$ cat src/lms_pkg.sv
`timescale 1ns / 1ps

package lms_pkg;

    // Geometry defaults
    localparam int ROW_COUNT_DEF = 8;
    localparam int ROW_BYTES_DEF = 8;

    // Field and register widths
    localparam int CFG_IDX_W  = 1;
    localparam int CFG_DATA_W = 16;
    localparam int BRIGHT_W   = 7;
    localparam int PERIOD_W   = 16;
    localparam int PROD_W     = PERIOD_W + BRIGHT_W;
    localparam int COL_W      = 64;

    // Register indexes
    localparam logic [CFG_IDX_W-1:0] CFG_BRIGHTNESS = 1'd0;
    localparam logic [CFG_IDX_W-1:0] CFG_PERIOD     = 1'd1;

    // Function codes of an input item
    localparam logic [1:0] FUNC_TICK  = 2'd0;
    localparam logic [1:0] FUNC_WRITE = 2'd1;
    localparam logic [1:0] FUNC_SWAP  = 2'd2;

    // Register reset values and limits
    localparam logic [BRIGHT_W-1:0] BRIGHT_FULL  = 7'd100;
    localparam logic [BRIGHT_W-1:0] BRIGHT_RESET = 7'd100;
    localparam logic [PERIOD_W-1:0] PERIOD_RESET = 16'd1000;

    // floor(x / 100) = (x * RECIP_100) >> RECIP_SHIFT, exact for x < 2^23
    localparam int              RECIP_W     = 24;
    localparam logic [RECIP_W-1:0] RECIP_100 = 24'd10737419;
    localparam int              RECIP_SHIFT = 30;

    // On-time pipeline depth, ready is held low after a write while the pipeline settles
    localparam logic [1:0] SETTLE_CYCLES = 2'd3;

    // Command queue
    localparam int QUEUE_DEPTH = 2;
    localparam int QPTR_W      = 1;

    typedef enum logic [1:0] {
        OP_TICK  = 2'd0,
        OP_WRITE = 2'd1,
        OP_SWAP  = 2'd2,
        OP_NONE  = 2'd3
    } op_t;

    typedef struct packed {
        logic [1:0] func;
        logic [5:0] byte_addr;
        logic [7:0] byte_data;
    } item_t;

    typedef struct packed {
        logic [2:0]       row_select;
        logic [COL_W-1:0] column_bits;
        logic             lit;
        logic             swap_done;
        logic             swap_waiting;
    } result_t;

    // Classified item passed from the front end to the scan engine
    typedef struct packed {
        op_t        op;
        logic       row_ok;
        logic [2:0] row;
        logic [2:0] byte_idx;
        logic [7:0] data;
    } cmd_t;

    // Slot timing seen by the scan engine
    typedef struct packed {
        logic [PERIOD_W-1:0] period;
        logic [PERIOD_W-1:0] off;
    } timing_t;

endpackage

$ cat src/lms_timing.sv
`timescale 1ns / 1ps

module lms_timing (
    input  logic                           clk,
    input  logic                           rst_n,
    input  logic                           cfg_we,
    input  logic [lms_pkg::CFG_IDX_W-1:0]  cfg_addr,
    input  logic [lms_pkg::CFG_DATA_W-1:0] cfg_wdata,
    output lms_pkg::timing_t               timing,
    output logic                           busy
);
    import lms_pkg::*;

    logic [BRIGHT_W-1:0]        bright_reg, bright_next;
    logic [PERIOD_W-1:0]        period_reg, period_next;
    logic [1:0]                 settle_reg, settle_next;
    logic [PERIOD_W-1:0]        period_eff;
    logic [BRIGHT_W-1:0]        bright_sat;
    logic [PROD_W-1:0]          prod_reg, prod_next;
    logic [PERIOD_W-1:0]        p1_period_reg;
    logic [PROD_W+RECIP_W-1:0]  scaled;
    logic [PERIOD_W-1:0]        on_reg, on_next;
    logic [PERIOD_W-1:0]        p2_period_reg;
    logic [PERIOD_W-1:0]        off_reg, off_next;
    logic [PERIOD_W-1:0]        p3_period_reg;

    // Register writes
    always_comb
    begin
        bright_next = bright_reg;
        period_next = period_reg;
        if (cfg_we)
        begin
            unique case (cfg_addr)
                CFG_BRIGHTNESS: bright_next = cfg_wdata[BRIGHT_W-1:0];
                CFG_PERIOD:     period_next = cfg_wdata[PERIOD_W-1:0];
                default:        ;
            endcase
        end
    end

    // Settle count covers the three on-time stages
    always_comb
    begin
        if (cfg_we)
            settle_next = SETTLE_CYCLES;
        else if (settle_reg != 2'd0)
            settle_next = settle_reg - 2'd1;
        else
            settle_next = settle_reg;
    end

    assign busy = cfg_we || (settle_reg != 2'd0);

    always_ff @(posedge clk or negedge rst_n)
    begin
        if (!rst_n)
        begin
            bright_reg <= BRIGHT_RESET;
            period_reg <= PERIOD_RESET;
            settle_reg <= SETTLE_CYCLES;
        end
        else
        begin
            bright_reg <= bright_next;
            period_reg <= period_next;
            settle_reg <= settle_next;
        end
    end

    // Stage 1: zero period counts as one tick, brightness saturates at full
    assign period_eff = (period_reg == '0) ? PERIOD_W'(1) : period_reg;
    assign bright_sat = (bright_reg > BRIGHT_FULL) ? BRIGHT_FULL : bright_reg;
    assign prod_next  = PROD_W'(period_eff) * PROD_W'(bright_sat);

    // Stage 2: divide by 100 through the reciprocal
    assign scaled  = (PROD_W+RECIP_W)'(prod_reg) * (PROD_W+RECIP_W)'(RECIP_100);
    assign on_next = scaled[RECIP_SHIFT +: PERIOD_W];

    // Stage 3: blanking length
    assign off_next = p2_period_reg - on_reg;

    always_ff @(posedge clk)
    begin
        prod_reg      <= prod_next;
        p1_period_reg <= period_eff;
        on_reg        <= on_next;
        p2_period_reg <= p1_period_reg;
        off_reg       <= off_next;
        p3_period_reg <= p2_period_reg;
    end

    assign timing.period = p3_period_reg;
    assign timing.off    = off_reg;

endmodule

$ cat src/lms_front.sv
`timescale 1ns / 1ps

module lms_front #(
    parameter int ROW_COUNT = lms_pkg::ROW_COUNT_DEF,
    parameter int ROW_BYTES = lms_pkg::ROW_BYTES_DEF
) (
    input  logic           clk,
    input  logic           rst_n,
    input  logic           item_valid,
    output logic           item_ready,
    input  lms_pkg::item_t item,
    input  logic           busy,
    output logic           push_valid,
    input  logic           push_ready,
    output lms_pkg::cmd_t  push_cmd
);
    import lms_pkg::*;

    localparam logic [5:0] RowCountV = 6'(ROW_COUNT);

    logic       valid_reg, valid_next;
    cmd_t       cmd_reg;
    cmd_t       cmd_new;
    logic       accept;
    logic [5:0] addr_row;
    logic [5:0] addr_byte;

    // Split the byte address into row and byte within the row,
    // by comparing against the start address of each row
    always_comb
    begin
        addr_row  = '0;
        addr_byte = item.byte_addr;
        for (int r = 1; r <= ROW_COUNT; r++)
        begin
            if ({1'b0, item.byte_addr} >= 7'(r * ROW_BYTES))
            begin
                addr_row  = 6'(r);
                addr_byte = item.byte_addr - 6'(r * ROW_BYTES);
            end
        end
    end

    // Classify the item
    always_comb
    begin
        unique case (item.func)
            FUNC_TICK:  cmd_new.op = OP_TICK;
            FUNC_WRITE: cmd_new.op = OP_WRITE;
            FUNC_SWAP:  cmd_new.op = OP_SWAP;
            default:    cmd_new.op = OP_NONE;
        endcase
        cmd_new.row_ok   = addr_row < RowCountV;
        cmd_new.row      = addr_row[2:0];
        cmd_new.byte_idx = addr_byte[2:0];
        cmd_new.data     = item.byte_data;
    end

    assign item_ready = !busy && (!valid_reg || push_ready);
    assign accept     = item_valid && item_ready;

    always_comb
    begin
        if (accept)
            valid_next = 1'b1;
        else if (push_ready)
            valid_next = 1'b0;
        else
            valid_next = valid_reg;
    end

    always_ff @(posedge clk or negedge rst_n)
    begin
        if (!rst_n)
            valid_reg <= 1'b0;
        else
            valid_reg <= valid_next;
    end

    always_ff @(posedge clk)
    begin
        if (accept)
            cmd_reg <= cmd_new;
    end

    assign push_valid = valid_reg;
    assign push_cmd   = cmd_reg;

endmodule

$ cat src/lms_queue.sv
`timescale 1ns / 1ps

module lms_queue (
    input  logic          clk,
    input  logic          rst_n,
    input  logic          push_valid,
    output logic          push_ready,
    input  lms_pkg::cmd_t push_cmd,
    output logic          pop_valid,
    input  logic          pop_ready,
    output lms_pkg::cmd_t pop_cmd
);
    import lms_pkg::*;

    localparam int CNT_W = QPTR_W + 1;

    cmd_t              store_reg [QUEUE_DEPTH];
    logic [QPTR_W-1:0] wr_ptr_reg, wr_ptr_next;
    logic [QPTR_W-1:0] rd_ptr_reg, rd_ptr_next;
    logic [CNT_W-1:0]  count_reg, count_next;
    logic              do_push;
    logic              do_pop;

    assign push_ready = count_reg != CNT_W'(QUEUE_DEPTH);
    assign pop_valid  = count_reg != '0;
    assign pop_cmd    = store_reg[rd_ptr_reg];
    assign do_push    = push_valid && push_ready;
    assign do_pop     = pop_valid && pop_ready;

    // Pointer and fill count
    always_comb
    begin
        wr_ptr_next = do_push ? wr_ptr_reg + 1'b1 : wr_ptr_reg;
        rd_ptr_next = do_pop ? rd_ptr_reg + 1'b1 : rd_ptr_reg;
        count_next  = count_reg;
        if (do_push && !do_pop)
            count_next = count_reg + 1'b1;
        else if (do_pop && !do_push)
            count_next = count_reg - 1'b1;
    end

    always_ff @(posedge clk or negedge rst_n)
    begin
        if (!rst_n)
        begin
            wr_ptr_reg <= '0;
            rd_ptr_reg <= '0;
            count_reg  <= '0;
        end
        else
        begin
            wr_ptr_reg <= wr_ptr_next;
            rd_ptr_reg <= rd_ptr_next;
            count_reg  <= count_next;
        end
    end

    always_ff @(posedge clk)
    begin
        if (do_push)
            store_reg[wr_ptr_reg] <= push_cmd;
    end

endmodule

$ cat src/lms_back.sv
`timescale 1ns / 1ps

module lms_back #(
    parameter int ROW_COUNT = lms_pkg::ROW_COUNT_DEF,
    parameter int ROW_BYTES = lms_pkg::ROW_BYTES_DEF
) (
    input  logic             clk,
    input  logic             rst_n,
    input  logic             pop_valid,
    output logic             pop_ready,
    input  lms_pkg::cmd_t    cmd,
    input  lms_pkg::timing_t timing,
    output logic             result_valid,
    input  logic             result_ready,
    output lms_pkg::result_t result
);
    import lms_pkg::*;

    localparam int ROW_W   = $clog2(ROW_COUNT);
    localparam int ENTRIES = 2 * ROW_COUNT;
    localparam int IDX_W   = $clog2(ENTRIES);
    localparam int DATA_W  = 8 * ROW_BYTES;

    logic [DATA_W-1:0]   store_reg [ENTRIES];
    logic                bank_reg, bank_next;
    logic                pending_reg, pending_next;
    logic [ROW_W-1:0]    row_reg, row_next;
    logic [PERIOD_W-1:0] tick_reg, tick_next;
    logic                out_valid_reg, out_valid_next;
    result_t             out_reg, out_next;

    logic                step;
    logic                is_tick;
    logic                is_write;
    logic                is_swap;
    logic                do_swap;
    logic                do_write;
    logic                bank_now;
    logic                shown;
    logic [ROW_W-1:0]    cmd_row;
    logic [IDX_W-1:0]    rd_idx;
    logic [IDX_W-1:0]    wr_idx;
    logic [PERIOD_W:0]   tick_inc;

    assign pop_ready = !out_valid_reg || result_ready;
    assign step      = pop_valid && pop_ready;
    assign is_tick   = cmd.op == OP_TICK;
    assign is_write  = cmd.op == OP_WRITE;
    assign is_swap   = cmd.op == OP_SWAP;

    // Pending swap takes effect on the first tick of a frame
    assign do_swap  = is_tick && (row_reg == '0) && (tick_reg == '0) && pending_reg;
    assign bank_now = bank_reg ^ do_swap;
    assign do_write = step && is_write && cmd.row_ok;

    // Store addressing, bank b row r at entry b*ROW_COUNT+r; writes go to the back bank
    assign cmd_row = cmd.row[ROW_W-1:0];
    assign rd_idx  = bank_now ? IDX_W'(ROW_COUNT) + IDX_W'(row_reg) : IDX_W'(row_reg);
    assign wr_idx  = bank_reg ? IDX_W'(cmd_row) : IDX_W'(ROW_COUNT) + IDX_W'(cmd_row);

    // Lit once the blanking part of the slot has passed
    assign shown    = tick_reg >= timing.off;
    assign tick_inc = {1'b0, tick_reg} + (PERIOD_W+1)'(1);

    // Scan position and bank state
    always_comb
    begin
        bank_next    = bank_reg;
        pending_next = pending_reg;
        row_next     = row_reg;
        tick_next    = tick_reg;
        if (step)
        begin
            bank_next = bank_now;
            if (is_swap)
                pending_next = 1'b1;
            else if (do_swap)
                pending_next = 1'b0;
            if (is_tick)
            begin
                if (tick_inc >= {1'b0, timing.period})
                begin
                    tick_next = '0;
                    row_next  = (row_reg == ROW_W'(ROW_COUNT - 1)) ? '0 : row_reg + 1'b1;
                end
                else
                begin
                    tick_next = tick_inc[PERIOD_W-1:0];
                end
            end
        end
    end

    // Result register
    always_comb
    begin
        out_next.row_select   = 3'(row_reg);
        out_next.column_bits  = shown ? COL_W'(store_reg[rd_idx]) : '0;
        out_next.lit          = shown;
        out_next.swap_done    = do_swap;
        out_next.swap_waiting = (pending_reg && !do_swap) || is_swap;
    end

    always_comb
    begin
        if (step)
            out_valid_next = 1'b1;
        else if (result_ready)
            out_valid_next = 1'b0;
        else
            out_valid_next = out_valid_reg;
    end

    always_ff @(posedge clk or negedge rst_n)
    begin
        if (!rst_n)
        begin
            bank_reg      <= 1'b0;
            pending_reg   <= 1'b0;
            row_reg       <= '0;
            tick_reg      <= '0;
            out_valid_reg <= 1'b0;
        end
        else
        begin
            bank_reg      <= bank_next;
            pending_reg   <= pending_next;
            row_reg       <= row_next;
            tick_reg      <= tick_next;
            out_valid_reg <= out_valid_next;
        end
    end

    always_ff @(posedge clk)
    begin
        if (step)
            out_reg <= out_next;
    end

    // Frame store, byte writes into the back bank
    always_ff @(posedge clk or negedge rst_n)
    begin
        if (!rst_n)
        begin
            for (int e = 0; e < ENTRIES; e++)
                store_reg[e] <= '0;
        end
        else if (do_write)
        begin
            for (int k = 0; k < ROW_BYTES; k++)
            begin
                if (cmd.byte_idx == 3'(k))
                    store_reg[wr_idx][k*8 +: 8] <= cmd.data;
            end
        end
    end

    assign result_valid = out_valid_reg;
    assign result       = out_reg;

endmodule

$ cat src/led_matrix_row_scanner_top.sv
`timescale 1ns / 1ps

// Channel   Direction  Handshake                   Payload
// item      in         item_valid / item_ready     item_t: func, byte_addr, byte_data
// result    out        result_valid / result_ready result_t: row, columns, lit, swap flags
// cfg       in         cfg_we                      cfg_addr, cfg_wdata
//
// One item per cycle sustained while results are taken and the on-time pipeline is
// not settling; a taken item passes the front register, command queue and result
// register before its result appears. item_ready is low after reset and after each
// register write while the on-time pipeline (multiply, divide by 100, subtract) settles.
// A stalled result holds the scan engine; the queue and front register absorb
// up to three further items before item_ready drops.

module led_matrix_row_scanner_top #(
    parameter int ROW_COUNT = lms_pkg::ROW_COUNT_DEF,
    parameter int ROW_BYTES = lms_pkg::ROW_BYTES_DEF
) (
    input  logic                           clk,
    input  logic                           rst_n,
    input  logic                           item_valid,
    output logic                           item_ready,
    input  lms_pkg::item_t                 item,
    output logic                           result_valid,
    input  logic                           result_ready,
    output lms_pkg::result_t               result,
    input  logic                           cfg_we,
    input  logic [lms_pkg::CFG_IDX_W-1:0]  cfg_addr,
    input  logic [lms_pkg::CFG_DATA_W-1:0] cfg_wdata
);
    import lms_pkg::*;

    timing_t timing;
    logic    busy;
    logic    push_valid;
    logic    push_ready;
    cmd_t    push_cmd;
    logic    pop_valid;
    logic    pop_ready;
    cmd_t    pop_cmd;

    // Registers and on-time computation
    lms_timing u_timing (
        .clk       (clk),
        .rst_n     (rst_n),
        .cfg_we    (cfg_we),
        .cfg_addr  (cfg_addr),
        .cfg_wdata (cfg_wdata),
        .timing    (timing),
        .busy      (busy)
    );

    // Accept and classify
    lms_front #(
        .ROW_COUNT (ROW_COUNT),
        .ROW_BYTES (ROW_BYTES)
    ) u_front (
        .clk        (clk),
        .rst_n      (rst_n),
        .item_valid (item_valid),
        .item_ready (item_ready),
        .item       (item),
        .busy       (busy),
        .push_valid (push_valid),
        .push_ready (push_ready),
        .push_cmd   (push_cmd)
    );

    // Command queue
    lms_queue u_queue (
        .clk        (clk),
        .rst_n      (rst_n),
        .push_valid (push_valid),
        .push_ready (push_ready),
        .push_cmd   (push_cmd),
        .pop_valid  (pop_valid),
        .pop_ready  (pop_ready),
        .pop_cmd    (pop_cmd)
    );

    // Scan engine and frame store
    lms_back #(
        .ROW_COUNT (ROW_COUNT),
        .ROW_BYTES (ROW_BYTES)
    ) u_back (
        .clk          (clk),
        .rst_n        (rst_n),
        .pop_valid    (pop_valid),
        .pop_ready    (pop_ready),
        .cmd          (pop_cmd),
        .timing       (timing),
        .result_valid (result_valid),
        .result_ready (result_ready),
        .result       (result)
    );

    // Blanked rows drive no columns
    a_blank_dark: assert property (@(posedge clk) disable iff (!rst_n)
        result_valid && !result.lit |-> result.column_bits == '0)
        else $error("columns driven while blanked");

    // A completed swap is never still reported as waiting
    a_swap_flags: assert property (@(posedge clk) disable iff (!rst_n)
        result_valid && result.swap_done |-> !result.swap_waiting)
        else $error("swap done and waiting together");

    // Row select stays within the matrix
    a_row_range: assert property (@(posedge clk) disable iff (!rst_n)
        result_valid |-> {1'b0, result.row_select} < 4'(ROW_COUNT))
        else $error("row select out of range");

    // No item is taken while the on-time pipeline settles after a write
    a_cfg_settle: assert property (@(posedge clk) disable iff (!rst_n)
        cfg_we |=> !item_ready)
        else $error("item accepted during register settle");

endmodule

$ cat config.mk
export PLATFORM = sky130hd
export DESIGN_NAME = led_matrix_row_scanner_top
export DESIGN_NICKNAME = d
export VERILOG_FILES = /design/src/lms_pkg.sv /design/src/lms_timing.sv /design/src/lms_front.sv /design/src/lms_queue.sv /design/src/lms_back.sv /design/src/led_matrix_row_scanner_top.sv
export SDC_FILE = /design/constraint.sdc
export NUM_CORES = 2
export LEC_CHECK = 0
export BUFFER_PORTS_ARGS = -buffer_cell sky130_fd_sc_hd__clkbuf_2
export CORE_ASPECT_RATIO = 1.4
export CORE_MARGIN = 3
export CORE_UTILIZATION = 50
export DETAILED_ROUTE_END_ITERATION = 8
export PLACE_DENSITY = 0.7
export SYNTH_ARGS = -nofsm -noshare
export SYNTH_HDL_FRONTEND = slang
export SYNTH_HIERARCHICAL = 1
export SYNTH_SLANG_ARGS = --single-unit
$ cat constraint.sdc
create_clock -name clk -period 13 [get_ports clk]
set_input_delay 2.6 -clock clk [delete_from_list [all_inputs] [get_ports clk]]
set_output_delay 2.6 -clock clk [all_outputs]
set_load 0.03 [all_outputs]
**Word level (Yosys, flattened, before mapping)**

Memory sizes are Yosys's and may differ from the RTL's.
Index checks and enable logic that the tools add are counted.

- Register bits: 1266
- Memory bits (writable): 34
- Input bits: 38
- Output and inout port bits: 72
- Logic and storage cells: 211
- Memories: 1

Memory list:

| memory | words | bits a word | rd ports | clocked after Yosys merged registers in | write ports | RTL line | RTL |
|---|---|---|---|---|---|---|---|
| u_queue.store_reg | 2 | 17 | 1 | 0 | 1 | lms_queue.sv:17 | `cmd_t store_reg [QUEUE_DEPTH];` |

- $add $sub $neg: 17
- Multipliers: 2
- Magnitude comparators: 14
- Equality and inequality tests: 13
- Multiplexer cells: 75
- Bitwise gates (word level): 4
- Reduce and logical (&&, ||, !) cells: 41

Operator list:

| cell | count |
|---|---|
| 2-to-1 mux 1024 bit | 15 |
| bitwise mux 1024 bit | 8 |
| demux 64 bit (select 4 bit) | 8 |
| binary-select mux 64 bit (select 4 bit) | 1 |
| 2-to-1 mux 64 bit | 3 |
| 2-to-1 mux 56 bit | 1 |
| 2-to-1 mux 16 bit | 3 |
| 2-to-1 mux 48 bit | 1 |
| multiplier 23 x 24 -> 46 bit (second input constant) | 1 |
| 2-to-1 mux 40 bit | 1 |
| 2-to-1 mux 6 bit | 6 |
| zero test 16 bit | 2 |
| 2-to-1 mux 32 bit | 1 |
| greater-or-equal comparator 6 bit (second input constant) | 4 |
| 2-to-1 mux 24 bit | 1 |
| 2-to-1 mux 3 bit | 8 |
| multiplier 16 x 7 -> 23 bit | 1 |
| subtractor 3 x 1 -> 3 bit (second input constant) | 7 |
| adder 16 x 1 -> 17 bit (second input constant) | 1 |
| greater-or-equal comparator 17 x 16 -> 1 bit | 1 |
| greater-or-equal comparator 16 bit | 1 |
| subtractor 16 bit | 1 |
| == test 3 bit (second input constant) | 5 |
| nonzero test 2 bit | 7 |
| 32 further kinds | 78 |

**Depth between registers and ports, before layout**

An unclocked memory read counts as a cell.

- Depth in word-level cells: 31
- Depth in mapped cells: 25
- Gate-level depth less buffers: 25

**Modules after synthesis**

Netlist, hierarchy kept.

Modules (own cells, without submodules):

| module | instances | cells an instance | area each (um2) | sequential area each (um2) |
|---|---|---|---|---|
| lms_back | 1 | 3321 | 51423.1 | 28277.1 |
| lms_timing | 1 | 1560 | 16188.0 | 2701.3 |
| lms_queue | 1 | 71 | 1473.9 | 1121.1 |
| lms_front | 1 | 29 | 569.3 | 505.5 |

**Worst setup path after synthesis**

No wires, ideal clock.

- Kind: reg2reg
- Start point: register u_timing.prod_reg[6]
- End point: register u_timing.on_reg[8]
- Library setup time: 0.072 ns
- Arrival: 6.233 ns
- Path slack: 6.695 ns
- Stages on the path, launching flop included: 24
- Path buffers: 0
- Clock period less this slack: 6.305 ns
- Cell sequence: dfxtp_1 inv_1 fa_1 inv_1 fa_1 inv_1 fa_1 fa_1 inv_1 fa_1 fa_1 inv_1 fa_1 inv_1 ha_1 and4_1 nand3_1 a21oi_1 o41ai_2 o211ai_2 o2111a_1 or3_4 a21oi_2 xnor2_1

- Longest elaborated chain between the ends: 1

RTL lines:

| element | RTL line | RTL |
|---|---|---|
| from (decl) | lms_timing.sv:19 | `logic [PROD_W-1:0] prod_reg, prod_next;` |
| from (signal assigned) | lms_timing.sv:85 | `prod_reg <= prod_next;` |
| multiplier 23 x 24 -> 46 bit | lms_timing.sv:77 | `assign scaled = (PROD_W+RECIP_W)'(prod_reg) * (PROD_W+RECIP_W)'(RECIP_100);` |
| via u_timing.scaled[38] | lms_timing.sv:21 | `logic [PROD_W+RECIP_W-1:0] scaled;` |
| to (signal assigned) | lms_timing.sv:87 | `on_reg <= on_next;` |
| to (decl) | lms_timing.sv:22 | `logic [PERIOD_W-1:0] on_reg, on_next;` |

The timed path passes the listed nets, and every way through them passes these cells.
A chain may end at the register's enable or synchronous reset.

**Worst setup path in the final report**

- Start point: register u_timing.prod_reg[5]
- End point: register u_timing.on_reg[15]

The elaborated chain is that of the path after synthesis.

==> reports/metrics.cfg <==
[logic_synthesis]
syn_inst=4981
yosys_warnings=6
syn_area_mm2=0.0697
async_flop_share_pct=82.8
ys_seq_area_share_pct=46.8
synth_top_flop_cell=dfrtp_1
synth_edf_count=120
syn-num-nets=5618
synth_area_per_cell_um2=14.0
synthDistinctLibCells=85
yosys_register_bits=1299

[sta]
fin_skew_ns=0.0347
min_period_ns=6.92
setup_viol=0
tns_ns=0
worst_slew_pin_slew_ns=1.22
slew_headroom_pct=18.1
hold_viol_final=0
fmax_ghz=0.145
fin_ws_ns=6.08
slew_viol_final=0
rsz0062_at_grt=no
finalCritPeriodShare_pct=53.2

[routing]
drtIter0Drc=2296
num_vias=39700
viasPerCell=5.79
wl_per_cell_um=23.3
dr.pass1.iters=7
drc_errors=0
finalWirelength_mm=160
ant_nets=0

[grt]
overflow=0
grt_util_met2_pct=40.3
grt_use_total_pct=22.8
use_met1_pct=29.1
antenna_found_initial=7
busiest_layer=met2
grt_use_met3_pct=3.12
grt_pass1_wl_mm=252
grt_pass1_vias=42600
grt_max_degree=198

[final_layout]
drive_gt1_share_pct=34.8
largest_reg_flops=1024
n_fill_cell=11200
ff_latch_area_mm2=0.0326
fin_nets=5606
areaGrowthSynthToFinish_pct=8.99
multi_input_area_mm2=0.0343
fin_area_mm2=0.0759
stdcell_count=6862

[clocking]
cts_resized=0
holdBufCountCts=0
cts_tree=built
clockBufferDepth=3
cts_setup_buffers=0
path_clk_slew_ns=0.06
cts-root-buf=clkbuf_16
cts_buffers=130
clock-sinks=1299
insertion_delay_ns=0.77
h-tree-depth=4

[floorplanning]
io_pins=110
num_rows=161
fp.dieArea_mm2=0.144
core-area_mm2=0.138
start_util_pct=50.5
dieWidth_um=321
fp.dieH_um=448

[worst_setup_path]
crit_required_ns=13.63
worst-setup-path-type=reg2reg
path_cells=inv_1 -> fa_1 -> fa_1 -> fa_1 -> inv_1 -> fa_1 -> fa_1 -> fa_1 -> inv_1 -> fa_1 -> inv_1 -> ha_1 -> and3_1 -> nand3_1 -> a21oi_1 -> o41ai_2 -> o211ai_2 -> o2111a_1 -> o31ai_1 -> a21oi_1 -> xnor2_1
crit_family=adder cells
path_buf_inv=4
max_stage_delay_ns=0.54
crit_fanout=7
cp.arrival_ns=7.54
crit_path_end_kind=flip-flop
slowest_stage=dfxtp_1
path_common_cell=fa_1
start_kind=flip-flop

[placement]
placed_area_mm2=0.0716
gp_congestion=0.895
hpwl_mm=108
io_buffer_count=109
dp_slack_ns=6.06
place_inst=6630

[run]
maxCapViolCount=0

[hold_path]
min_path_type=reg2reg

[outcome]
outcome=completed

==> cell usage after synthesis (4+ instances only) <==
cell | n | area (um^2)
a211o_1 | 4 | 35.0
a211oi_1 | 131 | 983
a21o_1 | 45 | 338
a21oi_1 | 50 | 250
a22o_1 | 10 | 87.6
and2_1 | 57 | 357
and3_1 | 31 | 194
buf_1 | 6 | 22.5
buf_2 | 42 | 210
buf_4 | 10 | 75.1
clkbuf_1 | 227 | 852
dfrtp_1 | 1065 | 26700
dfstp_2 | 11 | 289
dfxtp_1 | 103 | 2060
edfxtp_1 | 120 | 3600
fa_1 | 264 | 5290
ha_1 | 335 | 4190
inv_1 | 427 | 1600
mux2_1 | 27 | 304
mux2_2 | 1032 | 11600
mux2_4 | 9 | 135
mux2i_1 | 65 | 651
mux4_2 | 256 | 5770
nand2_1 | 113 | 424
nand2_2 | 22 | 138
nand2_4 | 10 | 113
nand2b_1 | 16 | 100
nand3_1 | 34 | 170
nand4_1 | 12 | 75.1
nor2_1 | 81 | 304
nor2_2 | 46 | 288
nor2_8 | 10 | 200
nor2b_1 | 82 | 513
nor3_1 | 29 | 145
nor4_1 | 11 | 68.8
o21a_1 | 4 | 30.0
o21ai_0 | 20 | 100
o21ai_1 | 5 | 25.0
o21bai_1 | 4 | 30.0
o31ai_1 | 13 | 97.6
or2_2 | 6 | 37.5
or3_1 | 6 | 37.5
xnor2_1 | 46 | 403
xor2_1 | 24 | 210
==> layout by cell type, fill, tap and decap left out, types with 65 or more instances in the layout <==
cell / synthesis / final
clkbuf_16: 0 / 132
nand2_1: 113 / 113
nor2b_1: 82 / 82
dfrtp_1: 1065 / 1062
a211oi_1: 131 / 131
inv_1: 427 / 426
mux2_2: 1032 / 1025
fa_1: 264 / 264
nor2_1: 81 / 81
dfxtp_1: 103 / 103
clkbuf_2: 0 / 108
edfxtp_1: 120 / 120
mux4_2: 256 / 256
ha_1: 335 / 335
mux2i_1: 65 / 65
==> routing by layer <==
metal	vias up	share of wire, %
li1	17600	-
met1	21100	41
met2	831	52
met3	237	3.9
met4	2	2.8
met5	-	0.0044
==> logic make-up after synthesis <==
| kind of cell | Yosys count | share of synthesized area, % |
|---|---|---|
| muxes | 1389 | 26.5 |
| and+or+nand+nor | 585 | 4.80 |
| adders and majority gates | 599 | 13.6 |
| other | 1 | 0.00538 |
| AOI/OAI and AO/OA | 321 | 3.30 |
| buffers and inverters | 717 | 4.08 |
| xor gates and xnor gates | 70 | 0.880 |
| DFF | 1299 | 46.8 |
==> stage by stage <==
stage	hold slack, ns	utilization (%)
2_1_floorplan	0.310	-
3_3_place_gp	0.310	51.9
3_5_place_dp	0.312	51.9
4_1_cts	0.326	55.0
5_1_grt	0.333	55.0
6_report	0.326	55.0
==> area by class of cell <==
| cell class | instances | share of cell area [%] |
|---|---|---|
| Antenna cell | 3 | 0.00989 |
| Clock buffer | 194 | 5.00 |
| Clock inverter | 35 | 0.615 |
| Inverter | 427 | 2.11 |
| Multi-Input combinational cell | 2965 | 45.1 |
| Sequential cell | 1299 | 43.0 |
| Tap cell | 1793 | 2.96 |
| Timing Repair Buffer | 146 | 1.21 |
==> path summary, 6_finish.rpt <==
path	cells past startpoint	slack, ns	to	from
max	21	6.08	u_timing/on_reg[15]	u_timing/prod_reg[5]
min	0	0.33	u_timing/p2_period_reg[14]	u_timing/p1_period_reg[14]
max reg2reg	21	6.08	u_timing/on_reg[15]	u_timing/prod_reg[5]
min reg2reg	0	0.33	u_timing/p2_period_reg[14]	u_timing/p1_period_reg[14]
max in group asynchronous	3	8.37	u_back/tick_reg[15]	rst_n
min in group asynchronous	1	1.96	u_back/store_reg[147]	rst_n
Power is left out: the tool's default activity adds up to more than one toggle a clock period on the data nets, which glitch-free logic cannot reach.
